==> config.mk <==
export PLATFORM = sky130hd
export DESIGN_NAME = dsa_serial_add
export DESIGN_NICKNAME = d
export VERILOG_FILES = /design/src/rtl/dsa_pkg.sv /design/src/rtl/dsa_serial_add.sv
export SDC_FILE = /design/constraint.sdc
export NUM_CORES = 1
export LEC_CHECK = 0
export BUFFER_PORTS_ARGS = -buffer_cell sky130_fd_sc_hd__clkbuf_2
export CAP_MARGIN = 20
export CORE_UTILIZATION = 45
export DETAILED_ROUTE_END_ITERATION = 10
export PLACE_DENSITY = 0.84
export SYNTH_ARGS = -nofsm -noshare
export SYNTH_HDL_FRONTEND = slang
export SYNTH_SLANG_ARGS = --single-unit
==> constraint.sdc <==
create_clock -name clk_i -period 2.8 [get_ports clk_i]
set_input_delay 0.28 -clock clk_i [delete_from_list [all_inputs] [get_ports clk_i]]
set_output_delay 0.28 -clock clk_i [all_outputs]
set_load 0.05 [all_outputs]
==> src/rtl/dsa_pkg.sv <==
// Shared types, codes and constants of the descriptor slot allocator.
package dsa_pkg;

  localparam int unsigned SlotCountDefault = 1024;
  localparam int unsigned AddrW = 64;
  localparam int unsigned StrideW = 12;
  localparam int unsigned IndexW = 16;
  localparam int unsigned UsedW = 11;
  localparam int unsigned CfgIdxW = 2;
  localparam logic [StrideW-1:0] StrideReset = 12'd32;

  typedef enum logic {
    OP_ALLOC,
    OP_FREE
  } op_e;

  typedef enum logic [1:0] {
    STATUS_DONE,
    STATUS_FULL,
    STATUS_IGNORED
  } status_e;

  typedef enum logic [CfgIdxW-1:0] {
    CFG_CPU_BASE,
    CFG_GPU_BASE,
    CFG_SLOT_STRIDE
  } cfg_reg_e;

  typedef enum logic [2:0] {
    ST_CLEAR,
    ST_IDLE,
    ST_ALLOC_DATA,
    ST_ADD,
    ST_DIV,
    ST_FREE_CHK,
    ST_HOLD
  } state_e;

  typedef struct packed {
    logic pop;
    logic push;
    logic bm_rd;
    logic bm_wr;
    logic bm_set;
  } store_cmd_t;

endpackage

==> src/rtl/dsa_serial_add.sv <==
// Bit-serial 64-bit adder that adds one bit per cycle through shift registers.
module dsa_serial_add (
  input  logic                      clk_i,
  input  logic                      rst_ni,
  input  logic                      start_i,
  input  logic [dsa_pkg::AddrW-1:0] a_i,
  input  logic [dsa_pkg::AddrW-1:0] b_i,
  output logic                      busy_o,
  output logic [dsa_pkg::AddrW-1:0] sum_o
);
  import dsa_pkg::*;

  localparam int unsigned CntW = $clog2(AddrW);

  logic [AddrW-1:0] a_q, a_d;
  logic [AddrW-1:0] b_q, b_d;
  logic             carry_q, carry_d;
  logic [CntW-1:0]  cnt_q, cnt_d;
  logic             busy_q, busy_d;
  logic             sum_bit;

  assign sum_bit = a_q[0] ^ b_q[0] ^ carry_q;

  always_comb begin
    a_d = a_q;
    b_d = b_q;
    carry_d = carry_q;
    cnt_d = cnt_q;
    busy_d = busy_q;
    if (start_i) begin
      a_d = a_i;
      b_d = b_i;
      carry_d = 1'b0;
      cnt_d = '0;
      busy_d = 1'b1;
    end else if (busy_q) begin
      a_d = {sum_bit, a_q[AddrW-1:1]};
      b_d = {1'b0, b_q[AddrW-1:1]};
      carry_d = (a_q[0] & b_q[0]) | (carry_q & (a_q[0] ^ b_q[0]));
      cnt_d = cnt_q + 1'b1;
      if (cnt_q == CntW'(AddrW - 1)) begin
        busy_d = 1'b0;
      end
    end
  end

  always_ff @(posedge clk_i or negedge rst_ni) begin
    if (!rst_ni) begin
      busy_q <= 1'b0;
      cnt_q <= '0;
      carry_q <= 1'b0;
    end else begin
      busy_q <= busy_d;
      cnt_q <= cnt_d;
      carry_q <= carry_d;
    end
  end

  always_ff @(posedge clk_i) begin
    a_q <= a_d;
    b_q <= b_d;
  end

  assign busy_o = busy_q;
  assign sum_o = a_q;

endmodule

; After elaboration in Yosys (flattened, before gate mapping)
; Index checks and enable logic that the tools add are counted.
[totals]
register_bits = 136
inputBits = 131
output_inout_bits = 65
wordCells = 24
[classes]
n_addsub = 1
n_eq_ne = 1
n_mux = 11
n_bitwise = 5
reduce_logical = 1
[ops]
columns = cell, count
row1 = $mux W64, 4
row2 = $mux W6, 2
row3 = $add A6 B1 Y6 const B, 1
row4 = $eq A6 B6 Y1 const B, 1
row5 = $mux W1, 5
row6 = $and A1 B1 Y1, 2
row7 = $reduce_bool A2 Y1, 1
row8 = $xor A1 B1 Y1, 2
row9 = $or A1 B1 Y1, 1

; Longest topological paths before layout
[logic_depth]
depth_word = 5
depth_mapped = 4
depth_no_buf = 4

; Least setup slack after synthesis
; OpenSTA, ideal clock, no wires.
[synth_path]
kind = reg-to-reg
start = register busy_q (netlist: busy_o)
end = register b_q[0] (enable)
setup_time_ns = 0.433
t_arrival_ns = 2.458
required_ns = 2.367
setup_slack_ns = -0.091
stages_incl_launch_ff = 3
n_path_buf = 1
period_less_slack_ns = 2.891
path_cell_list = dfrtp_1 buf_4 or2_2
[synth_via]
elab_chain_len = 1
[synth_lines]
columns = element, line
row1 = from (decl), dsa_serial_add.sv:19  ; logic busy_q, busy_d;
row2 = from (signal assigned), dsa_serial_add.sv:53  ; busy_q <= busy_d;
row3 = $reduce_bool A2 Y1 (no source line), n/a
row4 = to (signal assigned), dsa_serial_add.sv:61  ; b_q <= b_d;
row5 = to (decl), dsa_serial_add.sv:16  ; logic [AddrW-1:0] b_q, b_d;
; Every way passes these cells.
; A chain may end at the register's enable or synchronous reset.

; Worst setup path in the final report
[layout_path]
start = register busy_q (netlist: busy_o)
end = register a_q[43] (netlist: sum_o[43]) (enable)
[layout_via]
elab_chain_len = 1
[layout_lines]
columns = element, line
row1 = $reduce_bool A2 Y1 (no source line), n/a
row2 = to (signal assigned), dsa_serial_add.sv:60  ; a_q <= a_d;
row3 = to (decl), dsa_serial_add.sv:15  ; logic [AddrW-1:0] a_q, a_d;
; Every way passes these cells.

==> metrics.md <==
| Metric | Value |
|---|---|
| Largest net degree at the start of global routing | `80` |
| Critical Path Start | `busy_o` |
| Total Negative Setup Slacks | `0 ns` |
| R2r endpoint | `sum_o[43]` |
| Die Wd | `~120 µm` |
| Antenna violations before repair | `0` |
| Post-synthesis cell type count | `24` |
| Starting Density | `roughly 46%` |
| Final Util | `a little under 60%` |
| Hold slack final | `0.154 ns` |
| Clock Tree Buf Depth | `2` |
| Worst-path fanout max | `79` |
| # rows | `just over 40` |
| Synth area leader | `edfxtp_1` |
| Global route total overflow | `0` |
| Total stage count of the critical path | `2` |
| Post-route DRC | `0` |
| First-pass GRT wire length | `between 15 and 20 mm` |
| Die area | `around 13000 µm²` |
| CP Cell Sequence | `or2_4, buf_12` |
| CTS clk-pin slew, worst paths | `roughly 0.060 ns` |
| CTS tree | `yes` |
| Num CTS Buffers | `17` |
| Pleak | `0.00315 µW` |
| ANT nets after route | `0` |
| Final-report hold violation count | `0` |
| Critical path's top delay family | `flip-flops` |
| Worst setup path class | `reg2reg` |
| Worst vdd ir | `0.366 mV` |
| DRT Wirelength | `about 11 mm` |
| Via density | `~4.8` |
| RSZ-0062 raised after global routing | `no` |
| Vias in the first global route | `3408` |
| Crit path capture type | `flop` |
| Avg Inst Size Synth | `around 19 µm²` |
| Crit path DAT | `about 1.9 ns` |
| Pwr dens | `roughly 740 nW/µm²` |
| Rel. slew slack | `between 60% and 70%` |
| Bufs and invs on worst path | `1` |
| # resized after CTS | `0` |
| Fin Clk Skew | `roughly 0.0060 ns` |
| Port bufs | `just under 200` |
| Worst endpoint required time | `approximately 2.9 ns` |
| Max Cap Viol | `0` |
| Crit path capture | `sum_o[43]` |
| Register area share after synthesis | `69.5%` |
| Clk_lat worst skew | `between 0.4 and 0.5 ns` |
| Crit-path slowest cell | `dfrtp_1` |
| H-tree depth | `4` |
| Core ar. | `about 13000 µm²` |
| Worst Reg2Reg Path Length in Cells | `2` |
| CTS root buffer | `clkbuf_16` |
| Area growth from synthesis to layout | `28.8%` |
| Synth area leaders | `edfxtp_1, mux2_2, dfrtp_1, buf_6, buf_4` |
| Status | `completed` |
| Fraction of layout cells with a size suffix above 1 | `between 60% and 70%` |
| HPWL after DPL | `7.50 mm` |
| R2R Path Start | `busy_o` |
| Yosys warning total | `0` |
| Synth top area share | `66.1%` |
| Startpoint types | `flop` |
| Slack of the worst reg-to-reg path | `0.97 ns` |
| Chip height | `about 120 µm` |
| Global placer's final weighted congestion | `approximately 0.75` |
| Min-Delay Path Class | `in2reg` |
| Initial drt markers | `around 190` |
| WL/cell | `15.6 µm` |
| Max Fclk | `between 0.5 and 0.6 GHz` |
| Synthesized instance count | `310` |
| Final Max Tran Viols | `0` |
| DRT Pass-1 Iters | `4` |
| Slew at the pin with the worst max-slew slack | `~0.52 ns` |
| Syn Nets | `around 440` |
| Vias | `~3300` |
| Post-route minimum period | `approximately 1.8 ns` |
| Final worst-path cycle share | `about two thirds` |
| Total track usage | `between 10% and 20%` |
| Num ports | `around 200` |
| Count of final setup violators | `0` |
| Sinks on the clock net | `~140` |
| ANT cells | `0` |
| Fin nets | `around 650` |
| #FFs+latches synth | `136` |
| Critical path's largest stage delay | `~0.56 ns` |
| Post-Synthesis Cell Area | `~5800 µm²` |
[flip-flops by register name, indices dropped and copies added (netlist names)]
register  flops
b_q          64
busy_o        1
cnt_q         6
sum_o        64
carry_q       1
[repair_timing]
item | 4_1_cts | 5_1_grt
hold buffers | 1 | 0
setup buffers | 0 | 0
hold endpoints to repair | 8 | 0
[logic make-up (layout without fill, tap and decap cells)]
kind of cell,count (synthesis),count (layout),share of synthesized area (%)
flops,136,136,69.5
xor+xnor,4,4,0.602
simple gates,17,17,1.48
buf+inv,19,234,2.82
compound gates,5,5,0.473
fa+ha+maj,2,2,0.559
mux,127,127,24.6
[metal layers]
metal | track usage (%) | share of wire [%]
met1 | 20.0 | 43
met4 | 6.15 | 0.75
met3 | 6.64 | 7.3
met2 | 27.5 | 49
met5 | 0 | 0
[Yosys cell counts]
cell type  instances
a211oi_1           1
a21oi_1            1
and2_1             1
buf_2              2
buf_4              4
buf_6             10
dfrtp_1            8
edfxtp_1         128
fa_1               1
ha_1               1
inv_1              3
mux2_2           126
mux2i_1            1
nand2_1            3
nand2b_1           1
nand3_1            1
nand3_2            1
nand4_1            2
nor2_1             6
o21ai_0            3
or2_2              1
or3_1              1
xnor2_1            1
xor2_1             3
[area by class of cell]
type / instances / area (µm²)
well taps: 172 / 215
multi-input cells: 155 / 1610
clock inverters: 12 / 134
inverters: 3 / 11.3
fillers: 1005 / 5130
clock buffers: 19 / 433
flip-flops and latches: 136 / 4040
repair buffers: 200 / 1040
[cells in the final DEF, fill, tap and decap left out, types with 2 or more instances in the layout]
cell	count
clkbuf_2	194
edfxtp_1	128
mux2_2	126
clkbuf_16	17
dfrtp_1	8
nor2_1	6
clkinv_1	5
inv_1	3
nand2_1	3
o21ai_0	3
xor2_1	3
bufinv_16	3
buf_4	3
nand4_1	2
clkinv_2	2
clkbuf_1	2
clkinvlp_4	2
buf_12	2
[per-stage QoR]
stage                     worst slack [ns]  cell area, µm²  power, µW  instances
after floorplan                      0.548            5820       3160        310
after global placement               0.828            6920       3370        665
after detailed placement             0.770            6920       3390        665
after CTS                            0.979            7490       5560        697
after global routing                 0.889            7490       5700        697
final                                0.971            7490       5510        697
[worst min-delay path by stage]
stage / endpoint / slack, ns / start / cells past startpoint
floorplan: busy_o / -0.02 / rst_ni / 0
global placement: carry_q / 0.13 / rst_ni / 1
detailed placement: carry_q / 0.14 / rst_ni / 1
CTS: b_q[63] / 0.13 / b_i[63] / 2
global route: b_q[63] / 0.15 / b_i[63] / 2
finish: b_q[63] / 0.15 / b_i[63] / 2
[power breakdown]
part	total [µW]	switching, µW	leakage [µW]	internal [µW]
combinational	806	507	0.00142	299
clock	2160	785	0.000270	1370
sequential	2540	86.3	0.00146	2460
Power figures use the tool's default switching activity.
