--- src/rtl/dsa_pkg.sv ---
// Shared types, codes and constants of the descriptor slot allocator.
package dsa_pkg;

  localparam int unsigned SlotCountDefault = 1024;
  localparam int unsigned AddrW = 64;
  localparam int unsigned StrideW = 12;
  localparam int unsigned IndexW = 16;
  localparam int unsigned UsedW = 11;
  localparam int unsigned CfgIdxW = 2;
  localparam logic [StrideW-1:0] StrideReset = 12'd32;

  typedef enum logic {
    OP_ALLOC,
    OP_FREE
  } op_e;

  typedef enum logic [1:0] {
    STATUS_DONE,
    STATUS_FULL,
    STATUS_IGNORED
  } status_e;

  typedef enum logic [CfgIdxW-1:0] {
    CFG_CPU_BASE,
    CFG_GPU_BASE,
    CFG_SLOT_STRIDE
  } cfg_reg_e;

  typedef enum logic [2:0] {
    ST_CLEAR,
    ST_IDLE,
    ST_ALLOC_DATA,
    ST_ADD,
    ST_DIV,
    ST_FREE_CHK,
    ST_HOLD
  } state_e;

  typedef struct packed {
    logic pop;
    logic push;
    logic bm_rd;
    logic bm_wr;
    logic bm_set;
  } store_cmd_t;

endpackage

--- src/rtl/dsa_serial_div.sv ---
// Restoring divider that produces one quotient bit per cycle for a 64-bit dividend.
module dsa_serial_div (
  input  logic                        clk_i,
  input  logic                        rst_ni,
  input  logic                        start_i,
  input  logic [dsa_pkg::AddrW-1:0]   dividend_i,
  input  logic [dsa_pkg::StrideW-1:0] divisor_i,
  output logic                        busy_o,
  output logic [dsa_pkg::AddrW-1:0]   quotient_o
);
  import dsa_pkg::*;

  localparam int unsigned CntW = $clog2(AddrW);

  logic [AddrW-1:0]   dq_q, dq_d;
  logic [StrideW-1:0] rem_q, rem_d;
  logic [StrideW-1:0] dvs_q, dvs_d;
  logic [CntW-1:0]    cnt_q, cnt_d;
  logic               busy_q, busy_d;
  logic [StrideW:0]   trial;
  logic [StrideW:0]   diff;
  logic               ge;

  assign trial = {rem_q, dq_q[AddrW-1]};
  assign ge = trial >= {1'b0, dvs_q};
  assign diff = trial - {1'b0, dvs_q};

  always_comb begin
    dq_d = dq_q;
    rem_d = rem_q;
    dvs_d = dvs_q;
    cnt_d = cnt_q;
    busy_d = busy_q;
    if (start_i) begin
      dq_d = dividend_i;
      rem_d = '0;
      dvs_d = divisor_i;
      cnt_d = '0;
      busy_d = 1'b1;
    end else if (busy_q) begin
      rem_d = ge ? diff[StrideW-1:0] : trial[StrideW-1:0];
      dq_d = {dq_q[AddrW-2:0], ge};
      cnt_d = cnt_q + 1'b1;
      if (cnt_q == CntW'(AddrW - 1)) begin
        busy_d = 1'b0;
      end
    end
  end

  always_ff @(posedge clk_i or negedge rst_ni) begin
    if (!rst_ni) begin
      busy_q <= 1'b0;
      cnt_q <= '0;
    end else begin
      busy_q <= busy_d;
      cnt_q <= cnt_d;
    end
  end

  always_ff @(posedge clk_i) begin
    dq_q <= dq_d;
    rem_q <= rem_d;
    dvs_q <= dvs_d;
  end

  assign busy_o = busy_q;
  assign quotient_o = dq_q;

endmodule

--- config.mk ---
export PLATFORM = sky130hd
export DESIGN_NAME = dsa_serial_div
export DESIGN_NICKNAME = d
export VERILOG_FILES = /design/src/rtl/dsa_pkg.sv /design/src/rtl/dsa_serial_div.sv
export SDC_FILE = /design/constraint.sdc
export NUM_CORES = 1
export LEC_CHECK = 0
export ABC_AREA = 1
export BUFFER_PORTS_ARGS = -buffer_cell sky130_fd_sc_hd__clkbuf_2
export CAP_MARGIN = 30
export CELL_PAD_IN_SITES_DETAIL_PLACEMENT = 1
export CELL_PAD_IN_SITES_GLOBAL_PLACEMENT = 2
export CORE_AREA = 2 2 136 138
export CTS_BUF_LIST = sky130_fd_sc_hd__clkbuf_4 sky130_fd_sc_hd__clkbuf_8 sky130_fd_sc_hd__clkbuf_16
export DETAILED_ROUTE_END_ITERATION = 10
export DIE_AREA = 0 0 138 140
export PLACE_DENSITY_LB_ADDON = 0.2
export SETUP_SLACK_MARGIN = 0.5
export SLEW_MARGIN = 30
export SYNTH_ARGS = -nofsm -noshare
export SYNTH_HDL_FRONTEND = slang
export SYNTH_SLANG_ARGS = --single-unit
--- constraint.sdc ---
create_clock -name clk_i -period 2.3 [get_ports clk_i]
set_input_delay 0.46 -clock clk_i [delete_from_list [all_inputs] [get_ports clk_i]]
set_output_delay 0.46 -clock clk_i [all_outputs]
set_load 0.03 [all_outputs]
After elaboration in Yosys (flattened, before gate mapping)

Cells that the tools add are included.

Equality and inequality tests: 1
Reductions and logical operators: 1
Multiplexer cells: 8
Add/subtract/negate cells: 2
Magnitude comparators: 1

Operators by type and width:

| operator                                     | count |
|---|---|
| two-way mux 64 bit                           | 2 |
| greater-or-equal comparator 13 x 12 -> 1 bit | 1 |
| two-way mux 12 bit                           | 1 |
| two-way mux 6 bit                            | 2 |
| subtractor 12 bit                            | 1 |
| adder 6 x 1 -> 6 bit, second input constant  | 1 |
| == test 6 bit, second input constant         | 1 |
| two-way mux 1 bit                            | 3 |
| nonzero test 2 bit                           | 1 |

Word-level logic and storage cells: 18
Register bits: 95
Output and inout bits: 65

Depth between registers and ports, before layout

Depth in word-level cells: 4
Mapped depth: 12
Gate-level depth less buffers: 12

Worst setup path before layout

OpenSTA, ideal clock, no wires.

Path type: reg-to-reg
Start point: register busy_q, in the netlist busy_o
End point: register dq_q[0], in the netlist quotient_o[0] (enable)
Setup time: 418 ps
Buffers on the path: 1
Arrival time: 2228 ps
Cell stages (with the launch flop): 4
Setup slack: -346 ps
Cells stage by stage: dfrtp_1 -> nor2_1 -> clkbuf_1 -> inv_1

Longest elaborated chain between the ends: 1

RTL lines:

| element                      | RTL line             | RTL |
|---|---|---|
| start, declared              | dsa_serial_div.sv:19 | `logic busy_q, busy_d;` |
| start signal, assigned       | dsa_serial_div.sv:55 | `busy_q <= busy_d;` |
| nonzero test 2 bit (no line) | n/a                  |  |
| end signal, assigned         | dsa_serial_div.sv:61 | `dq_q <= dq_d;` |
| end, declared                | dsa_serial_div.sv:15 | `logic [AddrW-1:0] dq_q, dq_d;` |

No other way between the ends.
A chain may end at the register's enable or synchronous reset.

Worst setup path after layout

Start point: register dvs_q[8]
End point: register rem_q[10]

Longest elaborated chain between the ends: 2

RTL lines:

| element                                                                                  | RTL line                                   | RTL |
|---|---|---|
| start, declared                                                                          | dsa_serial_div.sv:17                       | `logic [StrideW-1:0] dvs_q, dvs_d;` |
| start signal, assigned                                                                   | dsa_serial_div.sv:63                       | `dvs_q <= dvs_d;` |
| subtractor 12 bit / greater-or-equal comparator 13 x 12 -> 1 bit (equally long branches) | dsa_serial_div.sv:26, dsa_serial_div.sv:25 |  |
| two-way mux 12 bit *                                                                     | dsa_serial_div.sv:41                       | `rem_d = ge ? diff[StrideW-1:0] : trial[StrideW-1:0];` |
| end signal, assigned                                                                     | dsa_serial_div.sv:62                       | `rem_q <= rem_d;` |
| end, declared                                                                            | dsa_serial_div.sv:16                       | `logic [StrideW-1:0] rem_q, rem_d;` |

Every way passes the cells marked *; elsewhere a longest branch is shown, timed or not.

==> results.tsv <==
stage	metric	value	unit
outcome	status	finished, final reports clean	
drt	drc	0	
timing	rsz0062_at_grt	yes	
global_routing	grt_max_degree	52	
timing	period_needed	1845	ps
cts	cts_made_buffers	9	
place	gp_congestion	0.8297	
layout	finalNetCount	805	
synthesis	syn_area	0.004758	mm^2
synthesis	synth_nets	649	
global_routing	top_usage_layer	met2	
layout	area_delta_synth_final	36.47	%
worst_setup_path	rr_startpoint	dvs_q[8]	
synthesis	ys_ff_latch	95	
power_and_ir_drop	ir_worst_vdd	0.3749	mV
worst_hold_path	hp-start	divisor_i[11]	
floorplan	dieHeight	140	um
drt	vias_per_cell	4.417	
power_and_ir_drop	leakage	3.257	nW
worst_setup_path	cp_data_required_time	2590	ps
timing	hold_viol	0	
power_and_ir_drop	power	6.087	mW
synthesis	synth_cells	556	
cts	cts_root_buf	clkbuf_16	
worst_hold_path	min_path_type	input port to flip-flop	
flow_run	drv_cap	0	
cts	cts_tree	built	
floorplan	dieArea	0.01932	mm^2
drt	vias	4183	
worst_setup_path	cp_cell_sequence	inv_2 > ha_4 > nand2_2 > nand2_2 > inv_1 > nand2_2 > a21oi_4 > buf_6 > nand3_4 > nand3_2 > nand3_2 > nand2_1	
worst_setup_path	cp_max_fo	7	
cts	clk_pin_slew	70	ps
worst_setup_path	critPathCaptureType	flip-flop	
worst_setup_path	start_kind	flip-flop	
synthesis	synthTopCellsByArea	edfxtp_1 48%, nand2_1 22%, dfxtp_1 5.0%	
cts	htreeDepth	3	
worst_setup_path	path_class	flip-flop to flip-flop	
worst_setup_path	slowest_delay	380	ps
global_routing	grt_overflow	0	
floorplan	initial_core_util	0.2676	
timing	finalSetupTns	0	ps
global_routing	grtUsageMet2	0.2598	
floorplan	coreArea	0.01778	mm^2
timing	setup_viol	0	
timing	report.final.slew_viol_count	0	
cts	cts.sinks	95	
synthesis	yosysWarnings	0	
worst_setup_path	cp_slowest_cell	edfxtp_1	
timing	slew_headroom	0.6185	
synthesis	synth_top_area_cell	edfxtp_1	
cts	clock_path_buffers	2	
place	port_buffers	143	
worst_setup_path	cpMostUsedCell	nand2_2	
global_routing	grt_pass1_vias	4478	
global_routing	track_usage	0.1491	
drt	wl_per_cell	15.34	um
global_routing	met3_usage	0.05744	
timing	clock_skew	4.118	ps
drt	antenna_left	0	
drt	drt_pass1_iterations	4	
worst_setup_path	worstPathArrival	2140	ps
global_routing	grt_pass1_wl	23110	um
synthesis	seq_area_frac_synth	0.5669	
power_and_ir_drop	pwr_density_cell	937.4	mW/mm^2
floorplan	rows	49	
global_routing	antenna_found_initial	1	
timing	fin_crit_sh	0.8022	
place	dp_hpwl	10220	um
synthesis	syn_area_per_cell	8.558	um^2
drt	drtIter0Drc	84	
synthesis	ys_types	31	
timing	tightest_slew	571.6	ps
layout	fill_cells	2146	
timing	max_freq	0.5420	GHz
floorplan	die_width	138	um
global_routing	grtUsageMet1	0.1669	
layout	drive_above_1_share	0.3375	
worst_setup_path	crit_start	dvs_q[8]	
floorplan	io_pins	144	
drt	wirelength	14520	um
synthesis	synth_top_area_share	0.4796	
cts	clk_latency	340	ps
[where the power goes]
group / total (mW) / internal (mW) / switching (mW) / leakage (nW)
Sequential: 2.27 / 2.09 / 0.176 / 1.01
Clock: 1.63 / 0.963 / 0.666 / 0.152
Combinational: 2.19 / 0.891 / 1.30 / 2.09
Total: 6.09 / 3.94 / 2.14 / 3.26
[per-stage QoR]
stage | area [um^2] | hold WS [ps] | worst slack (ps) | cells | util
after floorplan | 4801 | 164.4 | 87.76 | 556 | -
after global placement | 5764 | 308.7 | 294.1 | 917 | 0.3242
after detailed placement | 5764 | 314.7 | 255.7 | 917 | 0.3242
after CTS | 6231 | 274.1 | 490.7 | 937 | 0.3505
after global routing | 6491 | 276.0 | 370.2 | 946 | 0.3651
final | 6494 | 291.3 | 454.9 | 947 | 0.3652
[kinds of logic after synthesis]
group,Yosys count,share of synthesized area
buffers and inverters,76,0.06311
AND/OR/NAND/NOR,354,0.3061
adder cells (fa/ha/maj),14,0.03839
XOR/XNOR,5,0.009203
AO/OA/AOI/OAI,12,0.01630
flip-flops,95,0.5669
[layer usage]
| metal | up-vias | routed length [um] |
|---|---|---|
| li1 | 2086 | - |
| met1 | 1990 | 5939 |
| met2 | 92 | 7186 |
| met3 | 15 | 1169 |
| met4 | 0 | 227 |
| met5 | - | 0 |
[worst max-delay path, delay by kind of cell (launching register included)]
family / cells / cell delay, ps
fa+ha+maj: 1 / 220
compound gates: 1 / 250
simple gates: 7 / 620
buf+inv: 3 / 300
flops: 1 / 380
[timing repair]
item                                   CTS  global route
setup endpoints to repair               13            13
hold buffers                             1             0
endpoints found under the hold margin    7             0
setup buffers                            2             8
pin swaps                                5            27
gates cloned                             1             1
resized for setup                       20            42
[flip-flops by register name, indices dropped and copies added (netlist names)]
signal      flops
cnt_q           6
quotient_o     64
rem_q          12
dvs_q          12
busy_o          1
[synth_stat cells (all sizes together)]
cell    count
nand2     283
edfxtp     76
inv        55
nand3      30
nor2       21
nand4      14
ha         13
dfxtp      12
buf        11
clkbuf     10
dfrtp       7
a21oi       6
nor3        5
xnor2       4
o21ai       2
a21boi      1
a22o        1
a41oi       1
fa          1
nand3b      1
o221ai      1
xor2        1
[cell type report]
class	count	area, um^2	area share
Antenna cell	1	2.502	0.0003854
Multi-Input combinational cell	386	2042	0.3145
Tap cell	229	286.5	0.04412
Timing Repair Buffer	165	935.9	0.1441
Clock buffer	10	232.7	0.03584
Sequential cell	95	2700	0.4158
Clock inverter	6	83.83	0.01291
Inverter	55	210.2	0.03237
[cell usage in the layout, fill, tap and decap left out, types with 3 or more instances in the layout]
cell type	instances
nand3_4	3
nand2_2	19
nor3_1	3
inv_2	8
clkbuf_16	10
nand3_2	7
inv_1	46
xnor2_1	3
dfrtp_1	6
clkbuf_2	142
nor2_4	4
nand4_1	14
nor2_1	15
nand2_1	263
a21oi_1	5
dfxtp_1	11
nand3_1	21
edfxtp_1	76
buf_4	15
ha_4	10
[worst paths after layout]
| kind | to | slack (ps) | depth (start not counted) |
|---|---|---|---|
| max | rem_q[10] | 450 | 12 |
| min | dvs_q[11] | 290 | 1 |
| max reg2reg | rem_q[10] | 450 | 12 |
| min reg2reg | rem_q[4] | 480 | 2 |
| max in group asynchronous | busy_o | 1600 | 2 |
| min in group asynchronous | cnt_q[0] | 510 | 2 |
Power figures use the tool's default switching activity.
